<file path="src/rtl/word_tokenizer_stream_top_defines.svh">
// Assertion macros shared by the tokenizer RTL.
`ifndef WORD_TOKENIZER_STREAM_TOP_DEFINES_SVH
`define WORD_TOKENIZER_STREAM_TOP_DEFINES_SVH

`ifndef NO_ASSERTIONS

// Property that must hold at every clock edge outside reset.
`define WTS_ASSERT(label, clk_s, rst_s, prop) \
    label: assert property (@(posedge clk_s) disable iff (!rst_s) (prop)) \
        else $error("word tokenizer: invariant violated");

// Property that must hold in the cycle after a trigger.
`define WTS_ASSERT_NEXT(label, clk_s, rst_s, ante, cons) \
    label: assert property (@(posedge clk_s) disable iff (!rst_s) (ante) |=> (cons)) \
        else $error("word tokenizer: sequence violated");

`else

`define WTS_ASSERT(label, clk_s, rst_s, prop)
`define WTS_ASSERT_NEXT(label, clk_s, rst_s, ante, cons)

`endif

`endif

</file>
<file path="src/rtl/wts_pkg.sv">
`default_nettype none

package wts_pkg;

    localparam int MAX_WORD_LEN_DEF = 64;

    // Character codes with special meaning
    localparam logic [7:0] CH_NUL   = 8'h00;
    localparam logic [7:0] CH_TAB   = 8'h09;
    localparam logic [7:0] CH_LF    = 8'h0A;
    localparam logic [7:0] CH_VT    = 8'h0B;
    localparam logic [7:0] CH_FF    = 8'h0C;
    localparam logic [7:0] CH_CR    = 8'h0D;
    localparam logic [7:0] CH_SPACE = 8'h20;
    localparam logic [7:0] CH_UPPER_A = 8'd65;
    localparam logic [7:0] CH_UPPER_Z = 8'd90;
    localparam logic [7:0] CASE_OFFSET = 8'd32;

    // UTF-8 masks and patterns
    localparam logic [7:0] UTF8_HIGH_BIT  = 8'h80;
    localparam logic [7:0] UTF8_LEAD_MASK = 8'hC0;
    localparam logic [7:0] UTF8_LEAD3_MASK = 8'hE0;
    localparam logic [7:0] UTF8_LEAD4_MASK = 8'hF8;
    localparam logic [7:0] UTF8_LEAD4_PAT  = 8'hF0;

    // Result kinds
    localparam logic KIND_WORD     = 1'b0;
    localparam logic KIND_LINE_END = 1'b1;

    typedef enum logic [1:0] {
        ST_IDLE,
        ST_FETCH,
        ST_LOAD,
        ST_TAIL
    } state_t;

    typedef enum logic [2:0] {
        CLS_LINE_END,
        CLS_IGNORE,
        CLS_SEP,
        CLS_PUNCT,
        CLS_WORD
    } byte_class_t;

    // What follows the drained word
    typedef enum logic [1:0] {
        SFX_NONE,
        SFX_PUNCT,
        SFX_LINE_END
    } suffix_t;

    function automatic logic is_punct(logic [7:0] c);
        return (c >= 8'd33  && c <= 8'd47)  || (c >= 8'd58  && c <= 8'd64) ||
               (c >= 8'd91  && c <= 8'd96)  || (c >= 8'd123 && c <= 8'd126);
    endfunction

    function automatic byte_class_t classify(logic [7:0] c, logic eoi);
        byte_class_t cls;
        if (eoi || c == CH_LF)
            cls = CLS_LINE_END;
        else if (c == CH_CR)
            cls = CLS_IGNORE;
        else if (c == CH_NUL || c == CH_TAB || c == CH_VT || c == CH_FF || c == CH_SPACE)
            cls = CLS_SEP;
        else if (is_punct(c))
            cls = CLS_PUNCT;
        else
            cls = CLS_WORD;
        return cls;
    endfunction

    function automatic logic [7:0] to_lower(logic [7:0] c);
        logic [7:0] r;
        if (c >= CH_UPPER_A && c <= CH_UPPER_Z)
            r = c + CASE_OFFSET;
        else
            r = c;
        return r;
    endfunction

endpackage

`default_nettype wire

</file>
<file path="src/rtl/wts_in_if.sv">
`default_nettype none

interface wts_in_if;
    logic       valid;
    logic       ready;
    logic [7:0] text_byte;
    logic       end_of_input;

    modport source (output valid, output text_byte, output end_of_input, input ready);
    modport sink   (input valid, input text_byte, input end_of_input, output ready);
endinterface

`default_nettype wire

</file>
<file path="src/rtl/wts_out_if.sv">
`default_nettype none

interface wts_out_if;
    logic       valid;
    logic       ready;
    logic       kind;
    logic [7:0] word_byte;
    logic       last;

    modport source (output valid, output kind, output word_byte, output last, input ready);
    modport sink   (input valid, input kind, input word_byte, input last, output ready);
endinterface

`default_nettype wire

</file>
<file path="src/rtl/word_tokenizer_stream_top.sv">
// Streaming word tokenizer.
// Channel text (sink) takes one byte or an end-of-input mark per transfer.
// Channel token (source) gives one result per transfer: a word byte
// (kind 0, lowercased, last set on the final byte) or a line end (kind 1).
// Word bytes are stored in a word buffer RAM as they are accepted. A byte
// that ends a word (separator, punctuation unless the word is full, newline,
// end of input) starts a drain: the RAM read is started, then the word
// bytes follow one per cycle while token accepts them, then a punctuation
// or line-end result, if any. While draining, text is not accepted.
// The result sits in an output register; when token stalls, the drain
// holds its place and resumes as soon as ready returns.
// Reset clears the word length, the drain state and the output register;
// the word buffer is not cleared (unwritten entries are never read).
// Words keep at most MAX_WORD_LEN-1 bytes; a full word ended by a
// separator or line end has a trailing partial UTF-8 sequence trimmed.
`default_nettype none

`include "word_tokenizer_stream_top_defines.svh"

module word_tokenizer_stream_top #(
    parameter int MAX_WORD_LEN = wts_pkg::MAX_WORD_LEN_DEF
) (
    input wire logic clk,
    input wire logic rst_n,
    wts_in_if.sink   text,
    wts_out_if.source token
);

    import wts_pkg::*;

    localparam int WORD_LIMIT = MAX_WORD_LEN - 1;
    localparam int ADDR_W     = $clog2(WORD_LIMIT);
    localparam int LEN_W      = $clog2(MAX_WORD_LEN);
    localparam logic [LEN_W-1:0] LIMIT_LEN = LEN_W'(WORD_LIMIT);

    state_t            state_reg, state_next;
    logic [LEN_W-1:0]  len_reg, len_next;
    logic [LEN_W-1:0]  emit_len_reg, emit_len_next;
    logic [ADDR_W-1:0] byte_idx_reg, byte_idx_next;
    suffix_t           pend_reg, pend_next;
    logic [7:0]        pend_byte_reg, pend_byte_next;
    logic [7:0]        tail1_reg, tail1_next;
    logic [7:0]        tail2_reg, tail2_next;
    logic [7:0]        tail3_reg, tail3_next;
    logic              out_valid_reg, out_valid_next;
    logic              out_kind_reg, out_kind_next;
    logic [7:0]        out_byte_reg, out_byte_next;
    logic              out_last_reg, out_last_next;

    logic              in_fire;
    byte_class_t       in_cls;
    logic              word_full;
    logic              out_free;
    logic              last_byte;
    logic [LEN_W-1:0]  trim_len;

    logic              mem_we;
    logic [ADDR_W-1:0] mem_waddr;
    logic [7:0]        mem_wdata;
    logic              mem_re;
    logic [ADDR_W-1:0] mem_raddr;
    logic [7:0]        mem_rdata;

    wts_ram #(
        .WIDTH (8),
        .DEPTH (WORD_LIMIT)
    ) u_word_buf (
        .clk   (clk),
        .we    (mem_we),
        .waddr (mem_waddr),
        .wdata (mem_wdata),
        .re    (mem_re),
        .raddr (mem_raddr),
        .rdata (mem_rdata)
    );

    // Handshake and decode
    assign text.ready = (state_reg == ST_IDLE);
    assign in_fire    = text.valid && text.ready;
    assign in_cls     = classify(text.text_byte, text.end_of_input);
    assign word_full  = (len_reg == LIMIT_LEN);
    assign out_free   = !out_valid_reg || token.ready;
    assign last_byte  = (LEN_W'(byte_idx_reg) == emit_len_reg - LEN_W'(1));

    // Trailing partial UTF-8 trim on a full word; tails hold the last three bytes
    always_comb
    begin
        trim_len = len_reg;
        if (word_full && (tail1_reg & UTF8_HIGH_BIT) == UTF8_HIGH_BIT)
        begin
            if ((tail1_reg & UTF8_LEAD_MASK) == UTF8_LEAD_MASK)
                trim_len = len_reg - LEN_W'(1);
            else if ((tail2_reg & UTF8_LEAD3_MASK) == UTF8_LEAD3_MASK)
                trim_len = len_reg - LEN_W'(2);
            else if ((tail3_reg & UTF8_LEAD4_MASK) == UTF8_LEAD4_PAT)
                trim_len = len_reg - LEN_W'(3);
        end
    end

    // Next state
    always_comb
    begin
        state_next = state_reg;
        case (state_reg)
            ST_IDLE:
            begin
                if (in_fire)
                begin
                    case (in_cls)
                        CLS_LINE_END: state_next = (len_reg != '0) ? ST_FETCH : ST_TAIL;
                        CLS_SEP:
                        begin
                            if (len_reg != '0)
                                state_next = ST_FETCH;
                        end
                        CLS_PUNCT:
                        begin
                            if (!word_full)
                                state_next = (len_reg != '0) ? ST_FETCH : ST_TAIL;
                        end
                        default: state_next = ST_IDLE;
                    endcase
                end
            end
            ST_FETCH: state_next = ST_LOAD;
            ST_LOAD:
            begin
                if (out_free && last_byte)
                    state_next = (pend_reg == SFX_NONE) ? ST_IDLE : ST_TAIL;
            end
            ST_TAIL:
            begin
                if (out_free)
                    state_next = ST_IDLE;
            end
            default: state_next = ST_IDLE;
        endcase
    end

    // Datapath and RAM control
    always_comb
    begin
        len_next       = len_reg;
        emit_len_next  = emit_len_reg;
        byte_idx_next  = byte_idx_reg;
        pend_next      = pend_reg;
        pend_byte_next = pend_byte_reg;
        tail1_next     = tail1_reg;
        tail2_next     = tail2_reg;
        tail3_next     = tail3_reg;
        out_kind_next  = out_kind_reg;
        out_byte_next  = out_byte_reg;
        out_last_next  = out_last_reg;
        out_valid_next = out_valid_reg && !token.ready;
        mem_we         = 1'b0;
        mem_waddr      = len_reg[ADDR_W-1:0];
        mem_wdata      = to_lower(text.text_byte);
        mem_re         = 1'b0;
        mem_raddr      = byte_idx_reg;

        case (state_reg)
            ST_IDLE:
            begin
                if (in_fire)
                begin
                    case (in_cls)
                        CLS_LINE_END:
                        begin
                            len_next      = '0;
                            pend_next     = SFX_LINE_END;
                            emit_len_next = trim_len;
                            byte_idx_next = '0;
                        end
                        CLS_SEP:
                        begin
                            len_next      = '0;
                            pend_next     = SFX_NONE;
                            emit_len_next = trim_len;
                            byte_idx_next = '0;
                        end
                        CLS_PUNCT:
                        begin
                            if (!word_full)
                            begin
                                len_next       = '0;
                                pend_next      = SFX_PUNCT;
                                pend_byte_next = text.text_byte;
                                emit_len_next  = len_reg;
                                byte_idx_next  = '0;
                            end
                        end
                        CLS_WORD:
                        begin
                            if (!word_full)
                            begin
                                mem_we     = 1'b1;
                                len_next   = len_reg + LEN_W'(1);
                                tail1_next = mem_wdata;
                                tail2_next = tail1_reg;
                                tail3_next = tail2_reg;
                            end
                        end
                        default: len_next = len_reg;
                    endcase
                end
            end
            ST_FETCH:
            begin
                mem_re = 1'b1;
            end
            ST_LOAD:
            begin
                // Load one word byte and prefetch the next
                if (out_free)
                begin
                    out_valid_next = 1'b1;
                    out_kind_next  = KIND_WORD;
                    out_byte_next  = mem_rdata;
                    out_last_next  = last_byte;
                    if (!last_byte)
                    begin
                        byte_idx_next = byte_idx_reg + ADDR_W'(1);
                        mem_re        = 1'b1;
                        mem_raddr     = byte_idx_reg + ADDR_W'(1);
                    end
                end
            end
            ST_TAIL:
            begin
                if (out_free)
                begin
                    out_valid_next = 1'b1;
                    out_last_next  = 1'b1;
                    if (pend_reg == SFX_LINE_END)
                    begin
                        out_kind_next = KIND_LINE_END;
                        out_byte_next = '0;
                    end
                    else
                    begin
                        out_kind_next = KIND_WORD;
                        out_byte_next = pend_byte_reg;
                    end
                end
            end
            default: out_valid_next = out_valid_reg;
        endcase
    end

    // Control registers
    always_ff @(posedge clk or negedge rst_n)
    begin
        if (!rst_n)
        begin
            state_reg     <= ST_IDLE;
            len_reg       <= '0;
            pend_reg      <= SFX_NONE;
            out_valid_reg <= 1'b0;
        end
        else
        begin
            state_reg     <= state_next;
            len_reg       <= len_next;
            pend_reg      <= pend_next;
            out_valid_reg <= out_valid_next;
        end
    end

    // Payload registers
    always_ff @(posedge clk)
    begin
        emit_len_reg  <= emit_len_next;
        byte_idx_reg  <= byte_idx_next;
        pend_byte_reg <= pend_byte_next;
        tail1_reg     <= tail1_next;
        tail2_reg     <= tail2_next;
        tail3_reg     <= tail3_next;
        out_kind_reg  <= out_kind_next;
        out_byte_reg  <= out_byte_next;
        out_last_reg  <= out_last_next;
    end

    assign token.valid     = out_valid_reg;
    assign token.kind      = out_kind_reg;
    assign token.word_byte = out_byte_reg;
    assign token.last      = out_last_reg;

    // Checks
    `WTS_ASSERT(a_len_bound, clk, rst_n, len_reg <= LIMIT_LEN)
    `WTS_ASSERT(a_drain_idx, clk, rst_n,
        !(state_reg == ST_LOAD) || (LEN_W'(byte_idx_reg) < emit_len_reg))
    `WTS_ASSERT(a_drain_nonempty, clk, rst_n,
        !(state_reg == ST_FETCH || state_reg == ST_LOAD) || (emit_len_reg != '0))
    `WTS_ASSERT_NEXT(a_line_end_drain, clk, rst_n, in_fire && in_cls == CLS_LINE_END,
        (state_reg == ST_FETCH || state_reg == ST_TAIL) && pend_reg == SFX_LINE_END)

endmodule

`default_nettype wire

</file>
<file path="src/rtl/wts_ram.sv">
`default_nettype none

module wts_ram #(
    parameter int WIDTH = 8,
    parameter int DEPTH = 63
) (
    input  wire logic                     clk,
    input  wire logic                     we,
    input  wire logic [$clog2(DEPTH)-1:0] waddr,
    input  wire logic [WIDTH-1:0]         wdata,
    input  wire logic                     re,
    input  wire logic [$clog2(DEPTH)-1:0] raddr,
    output logic      [WIDTH-1:0]         rdata
);

    logic [WIDTH-1:0] mem [DEPTH];
    logic [WIDTH-1:0] rdata_reg;

    // Single write port, registered read that holds while re is low
    always_ff @(posedge clk)
    begin
        if (we)
            mem[waddr] <= wdata;
        if (re)
            rdata_reg <= mem[raddr];
    end

    assign rdata = rdata_reg;

endmodule

`default_nettype wire

</file>
<file path="src/flat_wrapper.sv">
// flat-port wrapper written by rule: the top's interface ports become plain ports
module word_tokenizer_stream_top_flat import wts_pkg::*;
#(
    parameter int MAX_WORD_LEN = wts_pkg::MAX_WORD_LEN_DEF
)
  (clk, rst_n, text_valid, text_text_byte, text_end_of_input, text_ready, token_valid, token_kind, token_word_byte, token_last, token_ready);
  wts_in_if text_i ();
  wts_out_if token_i ();
  input wire logic clk;
  input wire logic rst_n;
  input wire logic [$bits(text_i.valid)-1:0] text_valid;
  input wire logic [$bits(text_i.text_byte)-1:0] text_text_byte;
  input wire logic [$bits(text_i.end_of_input)-1:0] text_end_of_input;
  output wire logic [$bits(text_i.ready)-1:0] text_ready;
  output wire logic [$bits(token_i.valid)-1:0] token_valid;
  output wire logic [$bits(token_i.kind)-1:0] token_kind;
  output wire logic [$bits(token_i.word_byte)-1:0] token_word_byte;
  output wire logic [$bits(token_i.last)-1:0] token_last;
  input wire logic [$bits(token_i.ready)-1:0] token_ready;
  assign text_i.valid = text_valid;
  assign text_i.text_byte = text_text_byte;
  assign text_i.end_of_input = text_end_of_input;
  assign text_ready = text_i.ready;
  assign token_valid = token_i.valid;
  assign token_kind = token_i.kind;
  assign token_word_byte = token_i.word_byte;
  assign token_last = token_i.last;
  assign token_i.ready = token_ready;
  word_tokenizer_stream_top #(.MAX_WORD_LEN(MAX_WORD_LEN)) u_core (.clk(clk), .rst_n(rst_n), .text(text_i), .token(token_i));
endmodule
</file>
<file path="config.mk">
export PLATFORM = sky130hd
export DESIGN_NAME = word_tokenizer_stream_top_flat
export DESIGN_NICKNAME = d
export VERILOG_FILES = /design/src/rtl/wts_pkg.sv /design/src/rtl/wts_in_if.sv /design/src/rtl/wts_out_if.sv /design/src/rtl/word_tokenizer_stream_top.sv /design/src/rtl/wts_ram.sv /design/src/flat_wrapper.sv
export VERILOG_INCLUDE_DIRS = /design/src /design/src/rtl
export SDC_FILE = /design/constraint.sdc
export NUM_CORES = 1
export LEC_CHECK = 0
export ABC_AREA = 1
export BUFFER_PORTS_ARGS = -buffer_cell sky130_fd_sc_hd__buf_2
export CORE_MARGIN = 1.5
export CORE_UTILIZATION = 45
export CTS_CLUSTER_DIAMETER = 50
export DETAILED_ROUTE_END_ITERATION = 10
export HOLD_SLACK_MARGIN = 0.08
export SKIP_LAST_GASP = 1
export SLEW_MARGIN = 20
export SYNTH_ARGS = -nofsm -noshare
export SYNTH_HDL_FRONTEND = slang
export SYNTH_SLANG_ARGS = --single-unit
</file>
<file path="constraint.sdc">
create_clock -name clk -period 3.8 [get_ports clk]
set_clock_uncertainty 0.05 [all_clocks]
set_input_delay 0.38 -clock clk [delete_from_list [all_inputs] [get_ports clk]]
set_output_delay 0.38 -clock clk [all_outputs]
set_load 0.02 [all_outputs]
</file>
==> results of run 1 <==
## power breakdown
part / switching [mW] / internal, mW / total [mW]
sequential: 0.175 / 7.23 / 7.41
clock: 2.43 / 3.63 / 6.06
combinational: 5.54 / 2.32 / 7.85
total: 8.14 / 13.2 / 21.3
## synth_stat cells
cell type	n	area (um2)
sky130_fd_sc_hd__o21ai_0	25	125
sky130_fd_sc_hd__dfrtp_1	11	275
sky130_fd_sc_hd__nand3_2	2	20.0
sky130_fd_sc_hd__nand3b_1	9	67.6
sky130_fd_sc_hd__o22ai_1	2	12.5
sky130_fd_sc_hd__a21boi_1	1	7.51
sky130_fd_sc_hd__a31oi_1	2	12.5
sky130_fd_sc_hd__nand2_2	2	12.5
sky130_fd_sc_hd__nand2_1	695	2610
sky130_fd_sc_hd__nand3_1	596	2980
sky130_fd_sc_hd__nor2_1	99	372
sky130_fd_sc_hd__nor2_4	1	11.3
sky130_fd_sc_hd__o21ai_2	1	8.76
sky130_fd_sc_hd__xor2_1	11	96.3
sky130_fd_sc_hd__clkinv_1	4	15.0
sky130_fd_sc_hd__clkbuf_1	36	135
sky130_fd_sc_hd__nor4_1	1	6.26
sky130_fd_sc_hd__nor3_1	2	10.0
sky130_fd_sc_hd__nor2_2	2	12.5
sky130_fd_sc_hd__o21a_1	1	7.51
sky130_fd_sc_hd__inv_2	4	15.0
sky130_fd_sc_hd__inv_1	212	796
sky130_fd_sc_hd__a21boi_0	1	7.51
sky130_fd_sc_hd__edfxtp_1	557	16700
sky130_fd_sc_hd__a211oi_1	1	7.51
sky130_fd_sc_hd__a21oi_2	1	8.76
sky130_fd_sc_hd__xnor2_1	1	8.76
sky130_fd_sc_hd__buf_1	1	3.75
sky130_fd_sc_hd__a21oi_1	13	65.1
sky130_fd_sc_hd__buf_4	7	52.6
sky130_fd_sc_hd__ha_1	17	213
sky130_fd_sc_hd__buf_2	93	465
sky130_fd_sc_hd__o211ai_1	2	15.0
sky130_fd_sc_hd__o31ai_1	3	22.5
sky130_fd_sc_hd__buf_6	1	11.3
sky130_fd_sc_hd__o221ai_1	1	8.76
sky130_fd_sc_hd__o21ai_1	1	5.00
sky130_fd_sc_hd__nand4_1	7	43.8
sky130_fd_sc_hd__o21bai_1	2	15.0
## layout make-up
cell class,instances,area [um2],area share
Timing Repair Buffer,124,1110,0.0387
Multi-Input combinational cell,1502,6900,0.239
Clock inverter,34,409,0.0142
Clock buffer,76,1630,0.0564
Inverter,220,826,0.0287
Sequential cell,568,17000,0.590
Tap cell,748,936,0.0325
## worst max-delay path: stages, from the launching register on
cell and delay, ps:
sky130_fd_sc_hd__edfxtp_1 400, sky130_fd_sc_hd__inv_1 140, sky130_fd_sc_hd__ha_1 260, sky130_fd_sc_hd__xor2_1 140
sky130_fd_sc_hd__nand3_1 90, sky130_fd_sc_hd__nor2_1 140, sky130_fd_sc_hd__nand3_2 150, sky130_fd_sc_hd__nand2_1 130
sky130_fd_sc_hd__nand2_1 90, sky130_fd_sc_hd__nand3_4 150, sky130_fd_sc_hd__buf_12 270, sky130_fd_sc_hd__buf_4 290
sky130_fd_sc_hd__nand3b_1 110, sky130_fd_sc_hd__nand3_1 110, sky130_fd_sc_hd__nand3_1 120, sky130_fd_sc_hd__nand3_1 130
sky130_fd_sc_hd__nand3_1 140, sky130_fd_sc_hd__nand3_1 180, sky130_fd_sc_hd__nand2_1 70
## repair_timing
item / CTS / global route
endpoints found under the hold margin: 19 / 0
resized for setup: 0 / 0
hold buffers: 7 / 0
## stage by stage
| stage | setup slack [ps] | power [mW] | setup TNS (ps) |
|---|---|---|---|
| after detailed placement | 352 | 15.3 | 0 |
| after global placement | 410 | 15.3 | 0 |
| after global routing | 57.3 | 22.4 | 0 |
| after floorplan | -555 | 12.7 | -71060 |
| final | 347 | 21.3 | 0 |
| after CTS | 378 | 21.4 | 0 |
## cells by family (layout without fill, tap and decap cells)
kind of cell | count (synthesis) | after routing | synth area share
and+or+nand+nor | 1416 | 1416 | 0.243
buffers and inverters | 358 | 454 | 0.0591
xor gates and xnor gates | 12 | 12 | 0.00416
DFF | 568 | 568 | 0.672
AOI/OAI and AO/OA | 57 | 57 | 0.0130
adders and majority gates | 17 | 17 | 0.00841
## routing by layer
layer / GRT usage / vias to the layer above
li1: - / 8371
met1: 0.338 / 8620
met2: 0.380 / 747
met3: 0.0357 / 126
met4: 0.0900 / 0
met5: 0 / -
## cells in the final DEF (no fill, tap or decap), types with 17 or more instances in the layout
| cell | count |
|---|---|
| sky130_fd_sc_hd__buf_4 | 75 |
| sky130_fd_sc_hd__buf_2 | 24 |
| sky130_fd_sc_hd__buf_12 | 18 |
| sky130_fd_sc_hd__nand3_1 | 596 |
| sky130_fd_sc_hd__nand2_1 | 694 |
| sky130_fd_sc_hd__nor2_1 | 98 |
| sky130_fd_sc_hd__inv_1 | 212 |
| sky130_fd_sc_hd__edfxtp_1 | 557 |
| sky130_fd_sc_hd__ha_1 | 17 |
| sky130_fd_sc_hd__clkinv_1 | 17 |
| sky130_fd_sc_hd__o21ai_0 | 23 |
| sky130_fd_sc_hd__clkbuf_16 | 63 |
## path summary, 6_finish.rpt
path,cells after the start,start,end
max,18,u_core.emit_len_reg[0],u_core.u_word_buf.rdata[1]
min,2,rst_n,u_core.len_reg[0]
max reg2reg,18,u_core.emit_len_reg[0],u_core.u_word_buf.rdata[1]
min reg2reg,0,u_core.tail2_reg[4],u_core.tail3_reg[4]
max in group asynchronous,2,rst_n,u_core.state_reg[1]
min in group clk,5,text_valid,u_core.pend_reg[0]
==> results by stage, run 1 <==
Timing:
- The number of hold-slack violations in the final timing report was 0.
- At the pin with the least slew margin, the transition time is ~950 ps.
- In this run the tightest slew margin relative to its limit is 0.364.
- The clock period minus final worst setup slack is ~3500 ps.
- Static timing analysis puts the maximum clock frequency at a little under 0.3 GHz.
- The share of the cycle needed by the critical path after routing is 0.909.
- Final hold analysis gives a worst-case slack of approximately 130 ps.
- Setup repair after global routing left no endpoint under its margin.
- The max-slew violation count is 0.
- The total setup violations reported at the end of the flow is 0.

Finish:
- The number of nets in the layout is approximately 2,500.
- The number of antenna diodes in the final layout is 0.
- The area growth from synthesis to layout is 13.9%.
- The top register by number of flip-flops is u_core.u_word_buf.mem.
- The final cell count without fillers is approximately 3,300.
- The final design utilization is 0.521.
- The fraction of final layout cells with drive strength greater than 1 is 0.0880.
- The layout has a little under 5,000 filler cells.
- The area of all placed cells without fillers is 28,800 um2.
- The number of flip-flops in the largest register is 504.

Global routing:
- Across every metal layer, demand over resource in global routing totals 0.241.
- The number of antenna violations at the first check in global routing was 0.
- The number of global-route vias before repair is roughly 17,000.
- The first-pass GRT wire length is roughly 100,000 um.
- Entering global routing, the biggest net connects about 140 pins.
- The total grt overflow is 0.

Logic synthesis:
- In this run, synthesis produced a sequential element count of 568.
- The netlist uses 39 different library cells.
- The post-synthesis cell area is around 25,000 um2.
- The share of the yosys chip area belonging to registers is 0.672.
- The number of warnings issued by yosys is 0.
- The number of cells produced by synthesis is approximately 2,400.
- The net count after synthesis is about 2,500.
- Each instance of the synthesized netlist takes up on average ~10 um2.

Detailed routing:
- For this run, design rule violations remaining after detail routing come to 0.
- The count of nets left with antenna violations once routing finished came out at 0.
- For this block, the via count after detailed routing is about 18,000.
- The post-detailed-route via-to-cell ratio is roughly 5.5.
- The initial detailed-routing violation count is 1,984.
- The detail-routed net length per standard cell is between 20 and 25 um.
- The met3 wire length is ~5100 um.
- For this run, the detailed router's first-pass iteration total came to 6.
- The detailed router put a total of 29,300 um of wire on met1.
- The met2 wire length is around 31,000 um.
- For this block, the routed nets add up to between 60,000 and 70,000 um of wire.
- Routed signal wires occupy layers up through met4.

Setup path:
- For the worst setup path, the data required time is 4130 ps.
- The minimum setup slack among reg-to-reg paths is around 350 ps.
- The critical path is of the register to register type.
- The worst setup path is captured at a register.
- Along the worst path, the maximum fanout reaches 53.
- Data on the critical path arrives at its endpoint at 3790 ps.
- The startpoint type of the worst setup path is a register.

Floorplanning:
- The core region is 55,300 um2.
- The height of the chip is about 240 um.
- The starting utilization of the core area is 0.457.
- The die boundary width is approximately 240 um.
- The die covers between 50,000 and 60,000 um2.
- The I/O pin count is 25.
- In this run the core area contains 86 standard-cell rows.

Clock network:
- The cell sitting at the root of the clock tree is a sky130_fd_sc_hd__clkbuf_16.
- The number of H-tree levels is 2.
- The number of clock sinks seen by CTS is about 570.
- The total clock buffers created by CTS is 61.
- The clock latency reported for the late side of the worst-skew pair is about 620 ps.
- The TritonCTS clock tree is done.
- The CTS clock-pin slew for the worst setup and hold paths is ~60 ps.
- The number of buffers on the longest clock path is 3.
- Buffers added to address setup during post-CTS repair amount to 0.

Job:
- The count of max-cap constraint violations is 0.

Power:
- The cell leakage power is about 12 nW.
- The maximum ir drop on the vdd rail is 0.615 mV.
- The total power density per cell area is around 740 nW/um2.

Place:
- The global placer's final weighted congestion is roughly 0.9.
- During placement, the flow inserted port buffers numbering 24.
- Summing all placed instances gives a cell area of 26,700 um2.
- The wire-length estimate of the detail-placed layout is roughly 40,000 um.
- The instance count after placement with tap cells included is ~3,200.

Run status:
- The flow ran to the end, and the final reports show no timing, DRC or antenna violations.

Worst hold path:
- The classification of the worst-slack hold path is primary input to asynchronous set/reset pin.
(Power assumes the default switching activity.)
==> run 2, diff against run 1 <==
==> constraint.sdc (replaced) <==
create_clock -name clk -period 3.3 [get_ports clk]
set_clock_uncertainty 0.05 [all_clocks]
set_input_delay 0.33 -clock clk [delete_from_list [all_inputs] [get_ports clk]]
set_output_delay 0.33 -clock clk [all_outputs]
set_load 0.02 [all_outputs]
==> results by stage, run 2 (same netlist as run 1, synthesis figures left out) <==
Power:
- For this design the static power due to leakage is roughly 12 nW.
- The total power after layout is approximately 27 mW.
- The total power density per cell area is between 800 and 900 nW/um2.
- The worst-case IR drop observed on VDD is roughly 0.7 mV.

Clock network:
- The cell chosen for the clock root is sky130_fd_sc_hd__clkbuf_16.
- The clock passes through at most 3 buffers.
- The number of clock sinks seen by CTS is about 570.
- The CTS clock-pin slew for the worst setup and hold paths is ~70 ps.
- The TritonCTS clock tree is done.
- Clock latency on the worst-skew pair, taken at its later pin, is about 640 ps.
- The number of H-tree levels is 2.
- The total clock buffers created by CTS is 61.

Setup path:
- The delay of the slowest cell on the worst path is roughly 400 ps.
- The critical path class is register to register.
- The endpoint kind of the worst setup timing path is a register.
- STA classifies the critical path startpoint as a register.
- The master of the slowest instance on the critical path is sky130_fd_sc_hd__edfxtp_1.
- The most prevalent standard cell on the critical path is sky130_fd_sc_hd__nand3_1.
- The data required time at the worst endpoint is around 3600 ps.
- The largest driver fanout on the critical path is 11.
- The minimum setup slack among reg-to-reg paths is 80 ps.
- Counting cells, the worst reg-to-reg path comes to 21.
- The data arrival at the endpoint of the critical path is 3560 ps.
- The critical path goes through inv_2 > ha_1 > inv_1 > nand2_1 > nand2_1 > nand2_1 > nand3_1 > nor2_1 > nand3_2 > nand3_2 > nand3_4 > nand2_8 > buf_8 > buf_12 > nand2_1 > nand3_1 > nand3_1 > nand3_1 > nand3_1 > nand3_1 > nand2_1.

Job:
- The tool flagged a number of max-cap violations equal to 0.

Timing:
- The max-slew headroom at the worst pin is 0.375.
- The slew at the pin closest to its max-slew limit is between 900 and 1000 ps.
- After layout, the minimum clock period comes to about 3200 ps.
- The number of hold-slack violations in the final timing report came to 0.
- Setup repair after global routing could not meet its margin everywhere.
- The highest attainable clock frequency is roughly 0.31 GHz.
- The post-layout worst setup margin is around 80 ps.
- In the finished design, the share of the clock period the worst path needs comes to 0.976.
- The max-slew violation count is 0.
- The total setup violations reported at the end of the flow is 0.

Finish:
- The number of nets in the layout is ~2,600.
- The library cells used most frequently in the layout, excluding fill and tap cells, are sky130_fd_sc_hd__nand2_1, sky130_fd_sc_hd__edfxtp_1, sky130_fd_sc_hd__nand3_1.
- Measured on the finished design, the core utilization comes to 0.558.
- After the flow finishes, the layout carries non-filler instances totaling 3,378.
- The register with the most flip-flops in the layout has between 500 and 600 of them.
- Leaving out fill and tap cells, the most frequent cell in the layout is sky130_fd_sc_hd__nand2_1.
- Counting flops per register, the top entry is u_core.u_word_buf.mem.
- After routing the design area is ~31,000 um2.
- Relative to the synthesized area, the layout overhead comes to 22.0%.
- The fraction of final layout cells with drive strength greater than 1 is 0.174.
- The number of antenna diodes in the final layout is 0.

Floorplanning:
- The I/O pin count is 25.
- The placement row count is between 80 and 90.
- The die is around 240 um tall.
- The starting utilization of the core area is 0.457.
- The die is 240 um wide.
- The core box area is approximately 55,000 um2.
- The die covers just under 60,000 um2.

Place:
- The placed standard-cell area is about 27,000 um2.
- After legalization and detailed placement, the total HPWL measured 41,900 um.
- Once placement completed, the tool counted placed cells totaling between 3,000 and 4,000.
- The congestion estimate from routability-driven global placement came to around 0.9.
- The count of input and output buffers is 24.
- OpenSTA, run right after detailed placement, puts the worst setup slack at -7.49 ps.

Global routing:
- The most utilized layer in the global route result is met2.
- The total grt overflow is 0.
- The first global-routing pass estimated 106,000 um of wire.
- The number of global-route vias before repair came to approximately 18,000.
- For met3 alone, demand over resource in global routing was 0.0370.
- The met2 routing resource usage after global routing is 0.382.
- The number of antenna violations at the first check in global routing came to 0.
- Across every metal layer, demand over resource in global routing totals 0.246.
- The pin count of the biggest net entering global routing is ~120.
- For this run, global-route usage on met1 was measured as 0.354.

Detailed routing:
- Using the TritonRoute via totals, the vias-per-cell ratio works out to 5.56.
- For this block, the via count after detailed routing is roughly 19,000.
- In this run the remaining antenna-violating nets after routing total 0.
- For this block, the initial DRC count from the detailed router was ~2,200.
- Dividing the detail-routed wire length by the instance count gives 22.4 um.
- For this run, design rule violations remaining after detail routing come to 0.
- The routed wire length is about 76,000 um.
- The first TritonRoute pass finished after 6 iterations.

Run status:
- The run finished with clean final reports.

Worst hold path:
- The worst hold path depth is 6.
- The classification of the worst-slack hold path is primary input to register.
[run 2: repair_timing]
| item | in CTS | in global routing |
|---|---|---|
| setup buffers | 0 | 26 |
| cloned | 0 | 30 |
| hold endpoints to repair | 15 | 0 |
| resized for setup | 0 | 156 |
| endpoints found under the setup margin | 2 | 119 |
| hold buffers | 6 | 0 |
| pin swaps | 0 | 47 |
[run 2: through the flow]
step                setup TNS, ps  hold WS (ps)
finish                          0           126
global route                 -576           137
CTS                             0           107
detailed placement          -62.5           179
global placement                0           177
floorplan                 -132710         -15.6
[run 2: power breakdown]
group	internal, mW	switching (mW)	leakage (nW)
Clock	4.07	2.99	0.998
Combinational	4.10	7.62	6.32
Sequential	8.33	0.190	5.16
Total	16.5	10.8	12.5
[run 2: path summary, 6_finish.rpt]
kind | startpoint | to
max | u_core.emit_len_reg[0] | u_core.u_word_buf.rdata[2]
min | text_end_of_input | u_core.pend_reg[1]
max reg2reg | u_core.emit_len_reg[0] | u_core.u_word_buf.rdata[2]
min reg2reg | u_core.tail1_reg[4] | u_core.tail2_reg[4]
max in group asynchronous | rst_n | u_core.pend_reg[1]
min in group asynchronous | rst_n | u_core.len_reg[2]
[run 2: worst max-delay path, delay by kind of cell (launching register included)]
| family | cells | cell delay [ps] |
|---|---|---|
| and+or+nand+nor | 16 | 1900 |
| buffers and inverters | 4 | 430 |
| DFF | 1 | 400 |
| adders and majority gates | 1 | 180 |
[run 2: final cells by class]
cell class | count | area, um2
Sequential cell | 568 | 17000
Multi-Input combinational cell | 1504 | 7500
Clock inverter | 48 | 492
Inverter | 220 | 828
Tap cell | 748 | 936
Fill cell | 4708 | 24500
Timing Repair Buffer | 222 | 2500
Clock buffer | 68 | 1600
[run 2: routing by layer]
| metal | wire, um | vias up |
|---|---|---|
| li1 | - | 8602 |
| met1 | 31400 | 9087 |
| met2 | 34900 | 963 |
| met3 | 7050 | 139 |
| met4 | 2330 | 0 |
| met5 | 0 | - |
==> run 3, diff against run 2 <==
==> constraint.sdc (replaced) <==
create_clock -name clk -period 3.89 [get_ports clk]
set_clock_uncertainty 0.05 [all_clocks]
set_input_delay 0.389 -clock clk [delete_from_list [all_inputs] [get_ports clk]]
set_output_delay 0.389 -clock clk [all_outputs]
set_load 0.02 [all_outputs]
==> results by stage, run 3 (same netlist as run 1, synthesis figures left out) <==
Run status:
- The flow ran to the end, and the final reports show no timing, DRC or antenna violations.

Clock network:
- At the later pin of the worst-skew pair, clock insertion delay measures approximately 630 ps.
- TritonCTS built the clock tree.
- The total clock buffers created by CTS is 60.
- The number of clock sinks seen by CTS is between 500 and 600.
- The number of buffers on the longest clock path is 3.
- In this run the post-CTS setup repair buffer count came out at 0.
- The number of H-tree levels is 2.
- Buffers inserted to repair hold after CTS numbered 6.
- Clock-pin slew was measured on the worst setup and hold paths at about 60 ps.
- The cell chosen for the clock root is sky130_fd_sc_hd__clkbuf_16.
- The number of gates resized after CTS was 0.

Global routing:
- The pin count of the biggest net entering global routing is approximately 110.
- The met2 routing resource usage after global routing is 0.370.
- The overall global routing resource usage is 0.234.
- The most utilized layer in the global route result is met2.
- The number of antenna violations at the first check in global routing is 2.
- The global routing met3 resource utilization is 0.0419.
- The number of global-route vias before repair is roughly 17,000.
- For this run, global-route usage on met1 was measured as 0.318.
- After global routing the overflow that remains totals 0.
- The first-pass GRT wire length is ~100,000 um.

Power:
- Power spread over the standard cell area amounts to approximately 720 nW/um2.
- The combinational power share is 0.371.
- The power share of the clock group is 0.272.
- IR analysis of the VDD net gives a maximum drop of 0.479 mV.
- The relative contribution of sequential cells to total power is 0.357.
- The switching component of the power is between 7 and 8 mW.
- Of the total power, the share spent switching nets is 0.388.
- Summed over all cells, the static leakage comes to ~11 nW.
- The design draws roughly 20 mW.
- Cell internal power was estimated by the tool at 12.4 mW.

Floorplanning:
- For this configuration, the core starts out at a cell density of 0.457.
- The I/O pin count is 25.
- Row generation in the floorplan step produced 86 rows.
- In this run the horizontal extent of the chip is approximately 240 um.
- The die covers a little under 60,000 um2.
- The height of the chip is around 240 um.
- After floorplanning, the core was sized to cover around 55,000 um2.

Setup path:
- The startpoint type of the worst setup path is a register.
- The worst register-to-register path begins at u_core.emit_len_reg[0].
- The kind of cell adding the most delay to the critical path is simple AND/OR/NAND/NOR gates.
- STA classifies the critical path endpoint as a register.
- The worst flop-to-flop path endpoint is u_core.u_word_buf.rdata[1].
- For this run, the slowest stage of the critical path takes 410 ps.
- The setup check on the worst reg-to-reg path leaves a slack of roughly 470 ps.
- The number of buffers and inverters on the critical path is 4.
- The data required time at the worst endpoint is approximately 4200 ps.
- The data arrival at the endpoint of the critical path is around 3800 ps.
- Traced cell by cell, the critical path runs through inv_1 > ha_1 > inv_1 > nand2_1 > nand2_1 > nand2_1 > nand3_1 > nor2_1 > nand3_2 > nand2_1 > nand2_1 > nand3_4 > buf_12 > buf_12 > nand3b_1 > nand3_1 > nand3_1 > nand3_1 > nand3_1 > nand3_1 > nand2_1.
- The critical path class is register to register.
- The master of the slowest instance on the critical path is sky130_fd_sc_hd__edfxtp_1.
- The largest driver fanout on the critical path is 70.
- The launching instance or port of the critical path is u_core.emit_len_reg[0].
- The length in cells of the worst reg-to-reg path is 21.
- The critical path crosses 21 cells after its start point.
- The critical path ends at u_core.u_word_buf.rdata[1].

Timing:
- The slew at the pin closest to its max-slew limit is 1120 ps.
- The worst path needs between 3000 and 4000 ps of the cycle, external delays included.
- Setup repair after global routing left no endpoint under its margin.
- Based on the critical path, the design can be clocked at up to slightly below 0.3 GHz.
- The max-slew violation count was 0.
- The share of the cycle needed by the critical path after routing is 0.879.
- For the final routed database, the setup TNS stands at 0 ps.
- The number of hold-slack violations in the final timing report is 0.
- The total setup violations reported at the end of the flow is 0.
- The worst pin sits at a relative slew slack of 0.254.

Detailed routing:
- The detail-routed net length per standard cell is 20.5 um.
- The initial detailed-routing violation count is 1,732.
- The detailed-route via count is approximately 17,000.
- The final routed DRC violation total is 0.
- The count of nets left with antenna violations once routing finished came out at 0.
- After detailed routing, the total wire length is between 60,000 and 70,000 um.
- The pre-antenna-repair detailed-routing pass consisted of 5 iterations.
- Using the TritonRoute via totals, the vias-per-cell ratio works out to 5.42.

Worst hold path:
- The min-delay analysis places its worst path in the category primary input to asynchronous set/reset pin.

Finish:
- The repair_antennas step left the layout with diodes totalling 0.
- The fraction of final layout cells with drive strength greater than 1 is 0.0734.
- The number of nets in the layout is around 2,500.
- The area overhead of the layout relative to synthesis is 12.0%.
- Leaving out fill and tap cells, the most frequent cell in the layout is sky130_fd_sc_hd__nand2_1.
- In the layout the commonest cells are sky130_fd_sc_hd__nand2_1, sky130_fd_sc_hd__nand3_1, sky130_fd_sc_hd__edfxtp_1.
- The register with the most flip-flops in the layout has 504 of them.
- u_core.u_word_buf.mem holds more flip-flops than any other register.
- Counting the fill cells in the layout gives just under 5,000.
- Measured on the finished design, the core utilization comes to 0.512.
- The area of all placed cells without fillers is around 28,000 um2.

Place:
- At the end of routability-driven placement, the weighted congestion stood at roughly 0.87.
- The HPWL after detailed placement is slightly below 40,000 um.
- The count of input and output buffers is 24.
- The placed standard-cell area is between 20,000 and 30,000 um2.

Job:
- Max-cap violations in this run came to 0.
## run 3: worst min-delay path by stage
stage                     slack [ps]  cells past startpoint                  to  startpoint
final                            130                      2  u_core.pend_reg[0]       rst_n
after global routing             160                      2  u_core.pend_reg[0]       rst_n
after CTS                        110                      2   u_core.len_reg[0]       rst_n
after detailed placement         240                      1  u_core.pend_reg[1]       rst_n
after global placement           230                      1  u_core.pend_reg[0]       rst_n
after floorplan                   40                      0   u_core.len_reg[0]       rst_n
## run 3: cell type report
cell class                      count  area (um2)  area share
Clock buffer                       72        1570      0.0554
Timing Repair Buffer               80         768      0.0271
Inverter                          220         826      0.0292
Sequential cell                   568       17000       0.600
Multi-Input combinational cell   1502        6900       0.244
Tap cell                          748         936      0.0331
Clock inverter                     37         315      0.0111
## run 3: power groups by stage
stage / sequential, mW / combinational, mW / clock (mW)
after floorplan: 7.34 / 5.07 / 0
after global placement: 7.36 / 7.44 / 0
after detailed placement: 7.37 / 7.49 / 0
after CTS: 7.24 / 7.51 / 5.62
after global routing: 7.27 / 8.33 / 5.84
final: 7.25 / 7.54 / 5.53
## run 3: layer usage
layer  wire [um]  up-vias
li1            -     8293
met1       28200     8362
met2       30300      702
met3        5220      129
met4        2540        0
met5           0        -
## run 3: per-stage QoR
stage | setup slack [ps] | hold WS, ps | std cells
3_3_place_gp | 477 | 235 | 3112
3_5_place_dp | 451 | 240 | 3112
4_1_cts | 454 | 114 | 3227
6_report | 472 | 126 | 3227
2_1_floorplan | -474 | 43.4 | 2428
5_1_grt | 129 | 156 | 3227
